File: config.mk
export PLATFORM = sky130hd
export DESIGN_NAME = asp_fifo
export DESIGN_NICKNAME = d
export VERILOG_FILES = /design/src/rtl/asp_fifo.sv
export SDC_FILE = /design/constraint.sdc
export NUM_CORES = 1
export LEC_CHECK = 0
export BUFFER_PORTS_ARGS = -buffer_cell sky130_fd_sc_hd__buf_4
export CORE_MARGIN = 2
export CORE_UTILIZATION = 55
export CTS_BUF_LIST = sky130_fd_sc_hd__clkbuf_4
export DETAILED_ROUTE_END_ITERATION = 12
export PLACE_DENSITY_LB_ADDON = 0.3
export SETUP_SLACK_MARGIN = 0.5
export SLEW_MARGIN = 20
export SYNTH_ARGS = -nofsm -noshare
export SYNTH_HDL_FRONTEND = slang
export SYNTH_SLANG_ARGS = --single-unit
File: constraint.sdc
create_clock -name i_clk -period 3.96 [get_ports i_clk]
set_input_delay 0.594 -clock i_clk [delete_from_list [all_inputs] [get_ports i_clk]]
set_output_delay 0.594 -clock i_clk [all_outputs]
set_load 0.05 [all_outputs]
File: src/rtl/asp_fifo.sv
`default_nettype none
// ----------------------------------------------------------------------------
// Attribute screen pixel queue
// Small first-in first-out queue with registered storage and occupancy count.
// ----------------------------------------------------------------------------
module asp_fifo #(
    parameter type         t_data = logic [7:0],
    parameter int unsigned DEPTH  = 4
) (
    input  wire logic                       i_clk,
    input  wire logic                       i_rst_n,
    input  wire logic                       i_push,
    input  wire t_data                      i_wdata,
    input  wire logic                       i_pop,
    output t_data                           o_rdata,
    output logic                            o_full,
    output logic                            o_empty,
    output logic [$clog2(DEPTH+1)-1:0]      o_count
);
    localparam int unsigned AW = (DEPTH > 1) ? $clog2(DEPTH) : 1;
    localparam int unsigned CW = $clog2(DEPTH + 1);

    t_data          r_mem [DEPTH];
    logic [AW-1:0]  r_wr_ptr, n_wr_ptr;
    logic [AW-1:0]  r_rd_ptr, n_rd_ptr;
    logic [CW-1:0]  r_count, n_count;
    logic           do_push, do_pop;

    assign do_push = i_push && !o_full;
    assign do_pop  = i_pop && !o_empty;

    always_comb begin
        n_wr_ptr = r_wr_ptr;
        n_rd_ptr = r_rd_ptr;
        n_count  = r_count;
        if (do_push) begin
            n_wr_ptr = (r_wr_ptr == AW'(DEPTH - 1)) ? '0 : r_wr_ptr + AW'(1);
        end
        if (do_pop) begin
            n_rd_ptr = (r_rd_ptr == AW'(DEPTH - 1)) ? '0 : r_rd_ptr + AW'(1);
        end
        if (do_push && !do_pop) begin
            n_count = r_count + CW'(1);
        end else if (do_pop && !do_push) begin
            n_count = r_count - CW'(1);
        end
    end

    always_ff @(posedge i_clk) begin
        if (!i_rst_n) begin
            r_wr_ptr <= '0;
            r_rd_ptr <= '0;
            r_count  <= '0;
        end else begin
            r_wr_ptr <= n_wr_ptr;
            r_rd_ptr <= n_rd_ptr;
            r_count  <= n_count;
        end
    end

    always_ff @(posedge i_clk) begin
        if (do_push) begin
            r_mem[r_wr_ptr] <= i_wdata;
        end
    end

    assign o_rdata = r_mem[r_rd_ptr];
    assign o_full  = (r_count == CW'(DEPTH));
    assign o_empty = (r_count == '0);
    assign o_count = r_count;

endmodule
`default_nettype wire

==> Flow_metrics.wiki <==
{| class="wikitable"
! Metric !! Value
|-
| Mux cell area share after synthesis || 0.129
|-
| Max Fanout on Critical Path || 7
|-
| Async set-reset flop share out of synthesis || 0
|-
| Total vias in the final route || 852
|-
| EDFF count, synth || 32
|-
| Start point of the critical path || o_count[1]
|-
| Hold buffers post-CTS || 0
|-
| Start-to-end type of the worst setup path || flip-flop to flip-flop
|-
| Synth Net Count || 112
|-
| Via count normalized by instance count || 5.61
|-
| HP Class || input pin to flip-flop
|-
| Signal arrival time at the worst endpoint || 2670 ps
|-
| Post-cts sizing count || 0
|-
| Layout Area Growth over Synthesis || 15.8%
|-
| CTS HTree Levels || 2
|-
| Die area || 3420 um^2
|-
| Combinational Power Share || 0.386
|-
| Sw Share || 0.379
|-
| Max-Slew Margin vs Limit || 0.634
|-
| Peak clock frequency supported by timing || 0.414 GHz
|-
| Floorplan row count || 19
|-
| Final critical delay including setup and external delays || 2420 ps
|-
| WP data required || 4220 ps
|-
| Number of instances on the worst hold path || 1
|-
| Met3 Routed Length || about 140 um
|-
| Synthesized-area fraction occupied by adder cells || 0.0583
|-
| Number of buffers inserted during clock tree synthesis || 5
|-
| Final period util || 0.610
|-
| Cell-internal power || 798 uW
|-
| Finished Layout Cells || 152
|-
| Actual transition at the worst max-transition pin || 548 ps
|-
| Setup Total Neg Slack || 0 ps
|-
| Worst setup path end || o_count[2]
|-
| Met2 wire length || 1180 um
|-
| Most used standard cell by instance count after synthesis || sky130_fd_sc_hd__edfxtp_1
|-
| Fin Clk Skew || 8.22 ps
|-
| Number of top-level pins || 25
|-
| Sequential cell area fraction in the yosys report || 0.700
|-
| Root buffer cell || sky130_fd_sc_hd__clkbuf_4
|-
| Startpoint of the lowest-slack hold path || i_wdata[0]
|-
| Largest family of logic cells by synthesized area || multiplexers
|-
| Horizontal extent of the die || 58.4 um
|-
| Cell leakage power || 0.000699 uW
|-
| Max-slew violation count || 0
|-
| Kind of start point of the critical path || flip-flop
|-
| Placer's final routability congestion estimate || about 0.70
|-
| Register share of total power || 0.458
|-
| Wire per inst || 15.7 um
|-
| Run status || complete, no violations
|-
| Wire length on met1 || 1000 um
|-
| Sw Pwr || a little under 500 uW
|-
| PD cells || 681 nW/um^2
|-
| Number of violations of the max-capacitance limit || 0
|-
| R2R Setup Slk || 1540 ps
|-
| Final hold vios || 0
|-
| Cell accounting for the most synthesized area || sky130_fd_sc_hd__edfxtp_1
|-
| Synth Area in Compound Gates || 0.0184
|-
| Residual DRC count || 0
|-
| Worst VDD drop || 634 uV
|-
| Unrepaired setup endpoints after global routing || no
|-
| Count of filler cells inserted in the layout || 185
|-
| Final global-route overflow total || 0
|-
| Share of the synthesized area in the top cell type || 0.589
|-
| Fraction of final layout cells sized beyond drive strength 1 || 0.331
|-
| Pre-Repair DR Iteration Count || 4
|-
| Port-buffer cells || 24
|-
| Setup violation total in the final timing report || 0
|-
| Most used flip-flop cell after synthesis || sky130_fd_sc_hd__edfxtp_1
|-
| Clock latency on the worst-skew pair || 340 ps
|-
| Reg2reg end || o_count[2]
|-
| Cells after synthesis || 93
|-
| Post-CTS Setup Bufs || 0
|-
| Number of cell instances on the worst register-to-register path || 8
|-
| Initial antenna violation count || 0
|-
| Clock Sinks || between 40 and 50
|-
| Mapped Avg Cell Area || 17.5 um^2
|-
| Leading post-synthesis cells by cell area || sky130_fd_sc_hd__edfxtp_1 59%, sky130_fd_sc_hd__dfxtp_1 11%, sky130_fd_sc_hd__mux4_2 11%, sky130_fd_sc_hd__ha_1 4.6%, sky130_fd_sc_hd__and2_1 1.9%
|-
| Part of the power in the clock network || 0.156
|-
| Placed cells || 144
|-
| First-pass GRT wire length || between 3000 and 4000 um
|-
| GRT Util Overall || 0.153
|-
| Area share of and/or/nand/nor cells after synthesis || 0.0660
|-
| Xor-xnor portion of the synthesized cell area || 0.0107
|-
| Total power consumption of the routed design || 1290 uW
|-
| Highest metal layer with signal wires || met4
|-
| Clock tree from TritonCTS || yes
|-
| Aggregate routed wire length || 2390 um
|-
| Number of global-route vias before repair || 806
|-
| Capturing element type of the critical path || flip-flop
|-
| Count of antenna diodes in the layout || 0
|-
| Startpoint of the lowest-slack register-to-register path || o_count[1]
|-
| Distinct cell type count of the synthesized netlist || 23
|-
| Seq cells post-synth || 41
|-
| Maximum number of buffers from clock root to sink || 2
|-
| Nets || 139
|-
| Initial Utilization || 0.586
|-
| Number of violations reported at the end of detailed-routing iteration 0 || 22
|-
| Clock edge transition at the registers on the reported setup and hold paths || 110 ps
|-
| Post-synthesis instance area || 1630 um^2
|-
| Overall die height || 58.4 um
|-
| Commonest cells post-synth || 32 x sky130_fd_sc_hd__edfxtp_1, 9 x sky130_fd_sc_hd__dfxtp_1, 8 x sky130_fd_sc_hd__mux4_2, 6 x sky130_fd_sc_hd__ha_1, 6 x sky130_fd_sc_hd__nand2_1
|-
| Largest net degree at the start of global routing || 13
|-
| Core Area || 2780 um^2
|-
| Final antenna-violating net count || 0
|-
| Ys Warns || 0
|-
| DP HPWL || 1690 um
|}
==> worst max-delay path: stages, from the launching register on <==
cell	delay [ps]
sky130_fd_sc_hd__dfxtp_1	490
sky130_fd_sc_hd__nor3b_2	90
sky130_fd_sc_hd__nor2b_1	410
sky130_fd_sc_hd__ha_1	260
sky130_fd_sc_hd__inv_1	60
sky130_fd_sc_hd__fa_1	370
sky130_fd_sc_hd__xor2_1	150
sky130_fd_sc_hd__or3_1	300
sky130_fd_sc_hd__a21boi_0	190
==> layer usage <==
layer | up-vias | GRT usage
li1 | 401 | -
met1 | 416 | 0.179
met2 | 28 | 0.247
met3 | 7 | 0.0462
met4 | 0 | 0.0997
met5 | - | 0
==> worst min path at each step <==
stage	endpoint	slack [ps]
after detailed placement	r_wr_ptr[1]	520
after global routing	r_mem[0][3]	430
after floorplan	r_wr_ptr[1]	470
final	r_mem[1][0]	450
after global placement	r_wr_ptr[1]	480
after CTS	r_mem[2][2]	440
==> cells in the final DEF, fill, tap and decap left out <==
| master | netlist | final |
|---|---|---|
| sky130_fd_sc_hd__dfxtp_1 | 9 | 9 |
| sky130_fd_sc_hd__nor3_1 | 1 | 1 |
| sky130_fd_sc_hd__nor2b_1 | 2 | 2 |
| sky130_fd_sc_hd__buf_4 | 0 | 24 |
| sky130_fd_sc_hd__inv_1 | 3 | 3 |
| sky130_fd_sc_hd__nand3_1 | 2 | 2 |
| sky130_fd_sc_hd__nor3b_2 | 1 | 1 |
| sky130_fd_sc_hd__nand2_1 | 6 | 6 |
| sky130_fd_sc_hd__mux2i_1 | 3 | 3 |
| sky130_fd_sc_hd__mux4_2 | 8 | 8 |
| sky130_fd_sc_hd__xnor2_1 | 1 | 1 |
| sky130_fd_sc_hd__xor2_1 | 1 | 1 |
| sky130_fd_sc_hd__o31ai_1 | 1 | 1 |
| sky130_fd_sc_hd__o21ai_0 | 3 | 3 |
| sky130_fd_sc_hd__edfxtp_1 | 32 | 32 |
| sky130_fd_sc_hd__or3_1 | 1 | 1 |
| sky130_fd_sc_hd__nor2_1 | 2 | 2 |
| sky130_fd_sc_hd__ha_1 | 6 | 6 |
| sky130_fd_sc_hd__and2_1 | 5 | 5 |
| sky130_fd_sc_hd__fa_1 | 1 | 1 |
| sky130_fd_sc_hd__a21boi_0 | 1 | 1 |
| sky130_fd_sc_hd__clkinv_1 | 0 | 1 |
| sky130_fd_sc_hd__clkbuf_4 | 0 | 7 |
==> registers in the layout, summed over array words and instances (netlist names), named ones only <==
signal    count
o_count       3
r_rd_ptr      2
r_wr_ptr      2
r_mem        32
==> cells by family after synthesis <==
family,Yosys count
simple gates,20
buf+inv,7
xor+xnor,2
mux,11
flops,41
compound gates,5
fa+ha+maj,7
==> metrics by stage <==
step / hold slack (ps) / utilization / area, um^2 / setup slack, ps
after detailed placement: 525 / 0.659 / 1830 / 1420
after global routing: 428 / 0.679 / 1890 / 1360
after global placement: 483 / 0.659 / 1830 / 1590
after CTS: 437 / 0.679 / 1890 / 1510
after floorplan: 468 / - / 1630 / 1220
final: 449 / 0.679 / 1890 / 1540
==> layout make-up <==
class | instances | area, um^2 | area share
repair buffers | 24 | 180 | 0.0954
well taps | 31 | 38.8 | 0.0205
flip-flops and latches | 41 | 1140 | 0.604
clock buffers | 7 | 52.6 | 0.0278
inverters | 3 | 11.3 | 0.00596
multi-input cells | 45 | 460 | 0.244
clock inverters | 1 | 3.75 | 0.00199
==> power groups by stage <==
stage	logic, uW	clock network, uW	registers (uW)
6_report	496	201	589
3_3_place_gp	488	0	597
2_1_floorplan	362	0	602
4_1_cts	502	207	591
3_5_place_dp	502	0	601
5_1_grt	522	223	602
Power figures use the tool's default switching activity.
