### src/rtl/asp_pkg.sv
`default_nettype none
// ----------------------------------------------------------------------------
// Attribute screen pixel package
// Shared types, codes and constants of the attribute screen pixel generator.
// ----------------------------------------------------------------------------
package asp_pkg;

    localparam int unsigned DISPLAY_DEPTH   = 6144;
    localparam int unsigned ATTRIBUTE_DEPTH = 768;
    localparam int unsigned DISP_AW         = $clog2(DISPLAY_DEPTH);
    localparam int unsigned ATTR_AW         = $clog2(ATTRIBUTE_DEPTH);

    localparam int unsigned CONTENT_TOP        = 32;
    localparam int unsigned CONTENT_BOTTOM_END = 32 + 192;
    localparam int unsigned CONTENT_LEFT       = 32 * 2;
    localparam int unsigned CONTENT_RIGHT_END  = (32 + 256) * 2;

    localparam int unsigned MID_DEPTH_DEF = 4;
    localparam int unsigned OUT_DEPTH_DEF = 4;

    localparam logic [1:0] FUNC_BEAM    = 2'd0;
    localparam logic [1:0] FUNC_DISP_WR = 2'd1;
    localparam logic [1:0] FUNC_ATTR_WR = 2'd2;

    localparam logic [7:0] ATTR_INK_MASK = 8'h07;
    localparam logic [7:0] ATTR_BRIGHT   = 8'h40;
    localparam logic [7:0] ATTR_FLASH    = 8'h80;
    localparam logic [7:0] BRIGHT_STEP   = 8'd8;

    localparam int unsigned CFG_DW = 9;
    localparam int unsigned CFG_IW = 3;

    typedef enum logic [CFG_IW-1:0] {
        CFG_BORDER_COLOR  = 3'd0,
        CFG_CLIP_LEFT     = 3'd1,
        CFG_CLIP_RIGHT    = 3'd2,
        CFG_CLIP_TOP      = 3'd3,
        CFG_CLIP_BOTTOM   = 3'd4,
        CFG_INK_BASE      = 3'd5,
        CFG_PAPER_BASE    = 3'd6,
        CFG_BORDER_BASE   = 3'd7
    } t_cfg_idx;

    typedef struct packed {
        logic [2:0] border_color;
        logic [8:0] clip_left;
        logic [8:0] clip_right;
        logic [7:0] clip_top;
        logic [7:0] clip_bottom;
        logic [7:0] ink_base;
        logic [7:0] paper_base;
        logic [7:0] border_base;
    } t_cfg;

    localparam t_cfg CFG_RESET = '{
        border_color:  3'd0,
        clip_left:     9'd0,
        clip_right:    9'd511,
        clip_top:      8'd0,
        clip_bottom:   8'd191,
        ink_base:      8'd0,
        paper_base:    8'd16,
        border_base:   8'd16
    };

    typedef struct packed {
        logic [1:0]  func;
        logic [8:0]  scan_row;
        logic [9:0]  scan_col;
        logic        blink_phase;
        logic [12:0] write_address;
        logic [7:0]  write_data;
    } t_in;

    typedef struct packed {
        logic [7:0] pal_index;
        logic       in_content;
        logic [7:0] floating_attribute;
    } t_out;

    typedef enum logic [1:0] {
        OP_DISP_WR,
        OP_ATTR_WR,
        OP_PIXEL,
        OP_BORDER
    } t_op;

    typedef struct packed {
        t_op                op;
        logic [DISP_AW-1:0] disp_addr;
        logic [ATTR_AW-1:0] attr_addr;
        logic [2:0]         bit_pos;
        logic               phase;
        logic               content;
        logic [7:0]         data;
    } t_cmd;

endpackage
`default_nettype wire

### src/rtl/asp_front.sv
`default_nettype none
// ----------------------------------------------------------------------------
// Attribute screen pixel front end
// Classify each item: store write, visible pixel, border, or dropped.
// ----------------------------------------------------------------------------
module asp_front (
    input  wire asp_pkg::t_in   i_item,
    input  wire asp_pkg::t_cfg  i_cfg,
    output asp_pkg::t_cmd       o_cmd,
    output logic                o_keep
);
    import asp_pkg::*;

    logic       row_in, col_in, content, visible;
    logic [8:0] row_off;
    logic [9:0] col_off;
    logic [7:0] row;
    logic [8:0] col;

    assign row_in  = (i_item.scan_row >= 9'(CONTENT_TOP))
                  && (i_item.scan_row < 9'(CONTENT_BOTTOM_END));
    assign col_in  = (i_item.scan_col >= 10'(CONTENT_LEFT))
                  && (i_item.scan_col < 10'(CONTENT_RIGHT_END));
    assign content = row_in && col_in;

    assign row_off = i_item.scan_row - 9'(CONTENT_TOP);
    assign col_off = i_item.scan_col - 10'(CONTENT_LEFT);
    assign row     = row_off[7:0];
    assign col     = col_off[8:0];

    assign visible = (row >= i_cfg.clip_top) && (row <= i_cfg.clip_bottom)
                  && (col >= i_cfg.clip_left) && (col <= i_cfg.clip_right);

    always_comb begin
        o_cmd.op        = OP_BORDER;
        o_cmd.disp_addr = {row[7:6], row[2:0], row[5:3], col[8:4]};
        o_cmd.attr_addr = {row[7:3], col[8:4]};
        o_cmd.bit_pos   = col[3:1];
        o_cmd.phase     = i_item.blink_phase;
        o_cmd.content   = content;
        o_cmd.data      = i_item.write_data;
        o_keep          = 1'b0;
        unique case (i_item.func)
            FUNC_BEAM: begin
                o_cmd.op = (content && visible) ? OP_PIXEL : OP_BORDER;
                o_keep   = 1'b1;
            end
            FUNC_DISP_WR: begin
                o_cmd.op        = OP_DISP_WR;
                o_cmd.disp_addr = i_item.write_address[DISP_AW-1:0];
                o_keep          = (i_item.write_address < 13'(DISPLAY_DEPTH));
            end
            FUNC_ATTR_WR: begin
                o_cmd.op        = OP_ATTR_WR;
                o_cmd.attr_addr = i_item.write_address[ATTR_AW-1:0];
                o_keep          = (i_item.write_address < 13'(ATTRIBUTE_DEPTH));
            end
            default: begin
                o_keep = 1'b0;
            end
        endcase
    end

endmodule
`default_nettype wire

### config.mk
export PLATFORM = sky130hd
export DESIGN_NAME = asp_front
export DESIGN_NICKNAME = d
export VERILOG_FILES = /design/src/rtl/asp_pkg.sv /design/src/rtl/asp_front.sv
export SDC_FILE = /design/constraint.sdc
export NUM_CORES = 1
export LEC_CHECK = 0
export ABC_AREA = 1
export BUFFER_PORTS_ARGS = -buffer_cell sky130_fd_sc_hd__buf_4
export CAP_MARGIN = 20
export CORE_UTILIZATION = 40
export DETAILED_ROUTE_END_ITERATION = 16
export PLACE_DENSITY_LB_ADDON = 0.08
export SLEW_MARGIN = 0
export SYNTH_ARGS = -nofsm -noshare
export SYNTH_HDL_FRONTEND = slang
export SYNTH_SLANG_ARGS = --single-unit
### constraint.sdc
create_clock -name vclk -period 2.5
set_clock_uncertainty 0.05 [all_clocks]
set_input_delay 0.25 -clock vclk [all_inputs]
set_output_delay 0.25 -clock vclk [all_outputs]
set_load 0.01 [all_outputs]
==> run summary <==
## Synthesis
- 0% — sequential fraction of the synthesis area
- 1580 um2 — cell area after synthesis
- sky130_fd_sc_hd__ha_1 33%, sky130_fd_sc_hd__nand2_1 18%, sky130_fd_sc_hd__inv_1 14%, sky130_fd_sc_hd__nor2_1 6.7%, sky130_fd_sc_hd__buf_4 6.2% — top cells by area in the synthesized netlist
- 282 — post-synthesis cell count
- sky130_fd_sc_hd__ha_1 — post-synthesis cell type with the largest combined area
- 5.60 um2 — Avg Inst Size Synth
- 23 — synth unique cells
- 428 — nets in the synthesized netlist
- 33.3% — share of Yosys cell area claimed by the top area cell type
- 0 — count of synthesis-stage warnings from yosys

## Layout
- 0 — antenna cell count
- 0 — num sequential
- 1250 um2 — Multi-input gate area
- 2330 um2 — Final Cell Area
- 0 — clkbuf count
- 31.5% — fraction of final layout cells with drive strength greater than 1
- 0 um2 — register area
- 47.4% — Synth-to-Final Area Change
- 385 — FILL cells
- 516 — final-stage net count

## Placed design
- 3660 um — HPWL after DPL
- 0.0383 ns — post-placement setup slack
- 2290 um2 — placed cell areas
- 0.813 — gpl congestion
- 98 — number of input and output port buffers inserted

## STA
- 0.197 ns — worst setup margin
- 0.238 ns — Worst Tran Pin Value
- 0 — Final setup viols
- 0 — final slew viol count
- 0 ns — Final TNS setup
- 0 — Final Hold Vio Count
- 84.0% — slew margin rel.
- 0.434 GHz — top achievable clock speed
- 2.30 ns — min cycle time layout
- 92.1% — final worst path period share
- false — setup repair after global routing missed its margin

## Floorplanning
- 64.8 um — Die Height
- 64.8 um — width of the die
- 42.5% — initial standard-cell utilization of the core
- 143 — I/O pin total
- 22 — standard-cell row count
- 3720 um2 — standard cell core area
- 4200 um2 — area of the die

## Global routing
- 0 — number of antenna violations at the first check in global routing
- 7060 um — global-route wire length before repair
- 20 — largest net degree at the start of global routing
- 0 — grt total ovfl
- 20.2% — GR Util All Layers
- 1765 — via count of the first global-routing pass

## Routing
- 9.69 um — wire per inst
- 4 — iteration count of the initial detailed-routing pass
- 4.53 — Via-to-Cell Ratio
- 4030 um — total detailed-routing wirelength
- 0 — ANT nets after route
- 0 — DR DRC count
- 1883 — total number of vias
- 46 — count of routing violations after the opening detailed-route iteration

## Critical path
- 4 — largest fanout on the critical path
- 2.00 ns — Arrival @ worst endpoint
- in -> out — type of the worst setup path
- output pin — element type at the critical path end
- primary input — type of element launching the critical path
- 2.20 ns — critical path data required time

## Job
- 0 — number of max-cap violations

## Power
- 1.47 nW — leakage power of the design
- 184 nW/um2 — pwr/cell area
- 0.0965 mV — Worst IR Drop VDD

## CTS
- 0 — CTS-repair resized insts
- 0 — Setup Fix Bufs, Post-CTS
- 0 — number of hold-repair buffers added at the cts stage

## Worst hold path
- in -> out — worst hold path type

## Outcome
- finished clean — status

[worst max-delay path: stages]
cell                       delay (ns)
sky130_fd_sc_hd__buf_4           0.10
sky130_fd_sc_hd__inv_1           0.06
sky130_fd_sc_hd__ha_1            0.24
sky130_fd_sc_hd__xor2_2          0.17
sky130_fd_sc_hd__ha_1            0.30
sky130_fd_sc_hd__nand2_1         0.06
sky130_fd_sc_hd__nor2_1          0.19
sky130_fd_sc_hd__nand3b_1        0.10
sky130_fd_sc_hd__nand3_1         0.08
sky130_fd_sc_hd__nand2_1         0.05
sky130_fd_sc_hd__nand2_1         0.06
sky130_fd_sc_hd__inv_1           0.04
sky130_fd_sc_hd__nand2_1         0.08
sky130_fd_sc_hd__nand2_1         0.05
sky130_fd_sc_hd__nand2_1         0.05
sky130_fd_sc_hd__buf_4           0.11
[cells by family after synthesis]
| logic type | synth area share, % |
|---|---|
| AND/OR/NAND/NOR | 29.2 |
| buffers and inverters | 22.9 |
| adder cells (fa/ha/maj) | 33.3 |
| AO/OA/AOI/OAI | 13.5 |
| XOR/XNOR | 1.11 |
[layer usage]
metal / up-vias / wire, um / GRT usage [%]
li1: 1027 / - / -
met1: 784 / 1930 / 27.4
met2: 72 / 1790 / 36.1
met3: 0 / 312 / 1.76
met4: 0 / 0 / 0.278
met5: - / 0 / 0
[synth_stat cells (3+ instances only)]
| library cell | number |
|---|---|
| sky130_fd_sc_hd__buf_4 | 13 |
| sky130_fd_sc_hd__nand3_1 | 5 |
| sky130_fd_sc_hd__a21oi_1 | 13 |
| sky130_fd_sc_hd__nor2_1 | 28 |
| sky130_fd_sc_hd__nand3b_1 | 3 |
| sky130_fd_sc_hd__ha_1 | 42 |
| sky130_fd_sc_hd__inv_2 | 6 |
| sky130_fd_sc_hd__inv_1 | 59 |
| sky130_fd_sc_hd__o21ai_0 | 18 |
| sky130_fd_sc_hd__nand2_1 | 76 |
| sky130_fd_sc_hd__a21o_1 | 3 |
[report_power, final]
part           switching (W)  total [W]  internal (W)
clock network              0          0             0
logic               0.000207   0.000429      0.000222
registers                  0          0             0
total               0.000207   0.000429      0.000222
[final timing paths]
check | end | cells after the start | start | slack, ns
hold / removal | o_cmd[9] | 0 | i_item[21] | 0.45
setup / recovery | o_cmd[36] | 16 | i_item[28] | 0.20
[cells in the final DEF (no fill, tap or decap)]
cell type and count:
sky130_fd_sc_hd__buf_4 102, sky130_fd_sc_hd__nand2_1 76, sky130_fd_sc_hd__inv_1 58, sky130_fd_sc_hd__ha_1 41, sky130_fd_sc_hd__nor2_1 26, sky130_fd_sc_hd__o21ai_0 18
sky130_fd_sc_hd__a21oi_1 13, sky130_fd_sc_hd__inv_2 7, sky130_fd_sc_hd__nand3_1 5, sky130_fd_sc_hd__nor2_2 3, sky130_fd_sc_hd__a21o_1 3, sky130_fd_sc_hd__nand3b_1 3
sky130_fd_sc_hd__clkinv_1 2, sky130_fd_sc_hd__o21a_1 2, sky130_fd_sc_hd__nor3_1 2, sky130_fd_sc_hd__xor2_2 1, sky130_fd_sc_hd__xnor2_2 1, sky130_fd_sc_hd__a21oi_2 1
sky130_fd_sc_hd__o21bai_1 1, sky130_fd_sc_hd__nand4_1 1, sky130_fd_sc_hd__o21ai_1 1, sky130_fd_sc_hd__ha_4 1
[stage by stage]
stage               util, %  hold WS, ns  power [W]  instances
global route           62.6        0.450   0.000489        416
detailed placement     61.8        0.450   0.000423        416
floorplan                 -        0.542   0.000235        282
global placement       61.8        0.450   0.000416        416
CTS                    61.8        0.450   0.000425        416
finish                 62.6        0.450   0.000429        416
[area by class of cell]
cell class | instances | share of cell area, %
multi-input cells | 199 | 53.7
repair buffers | 102 | 32.9
inverters | 67 | 10.8
well taps | 48 | 2.58
Power figures use the tool's default switching activity.
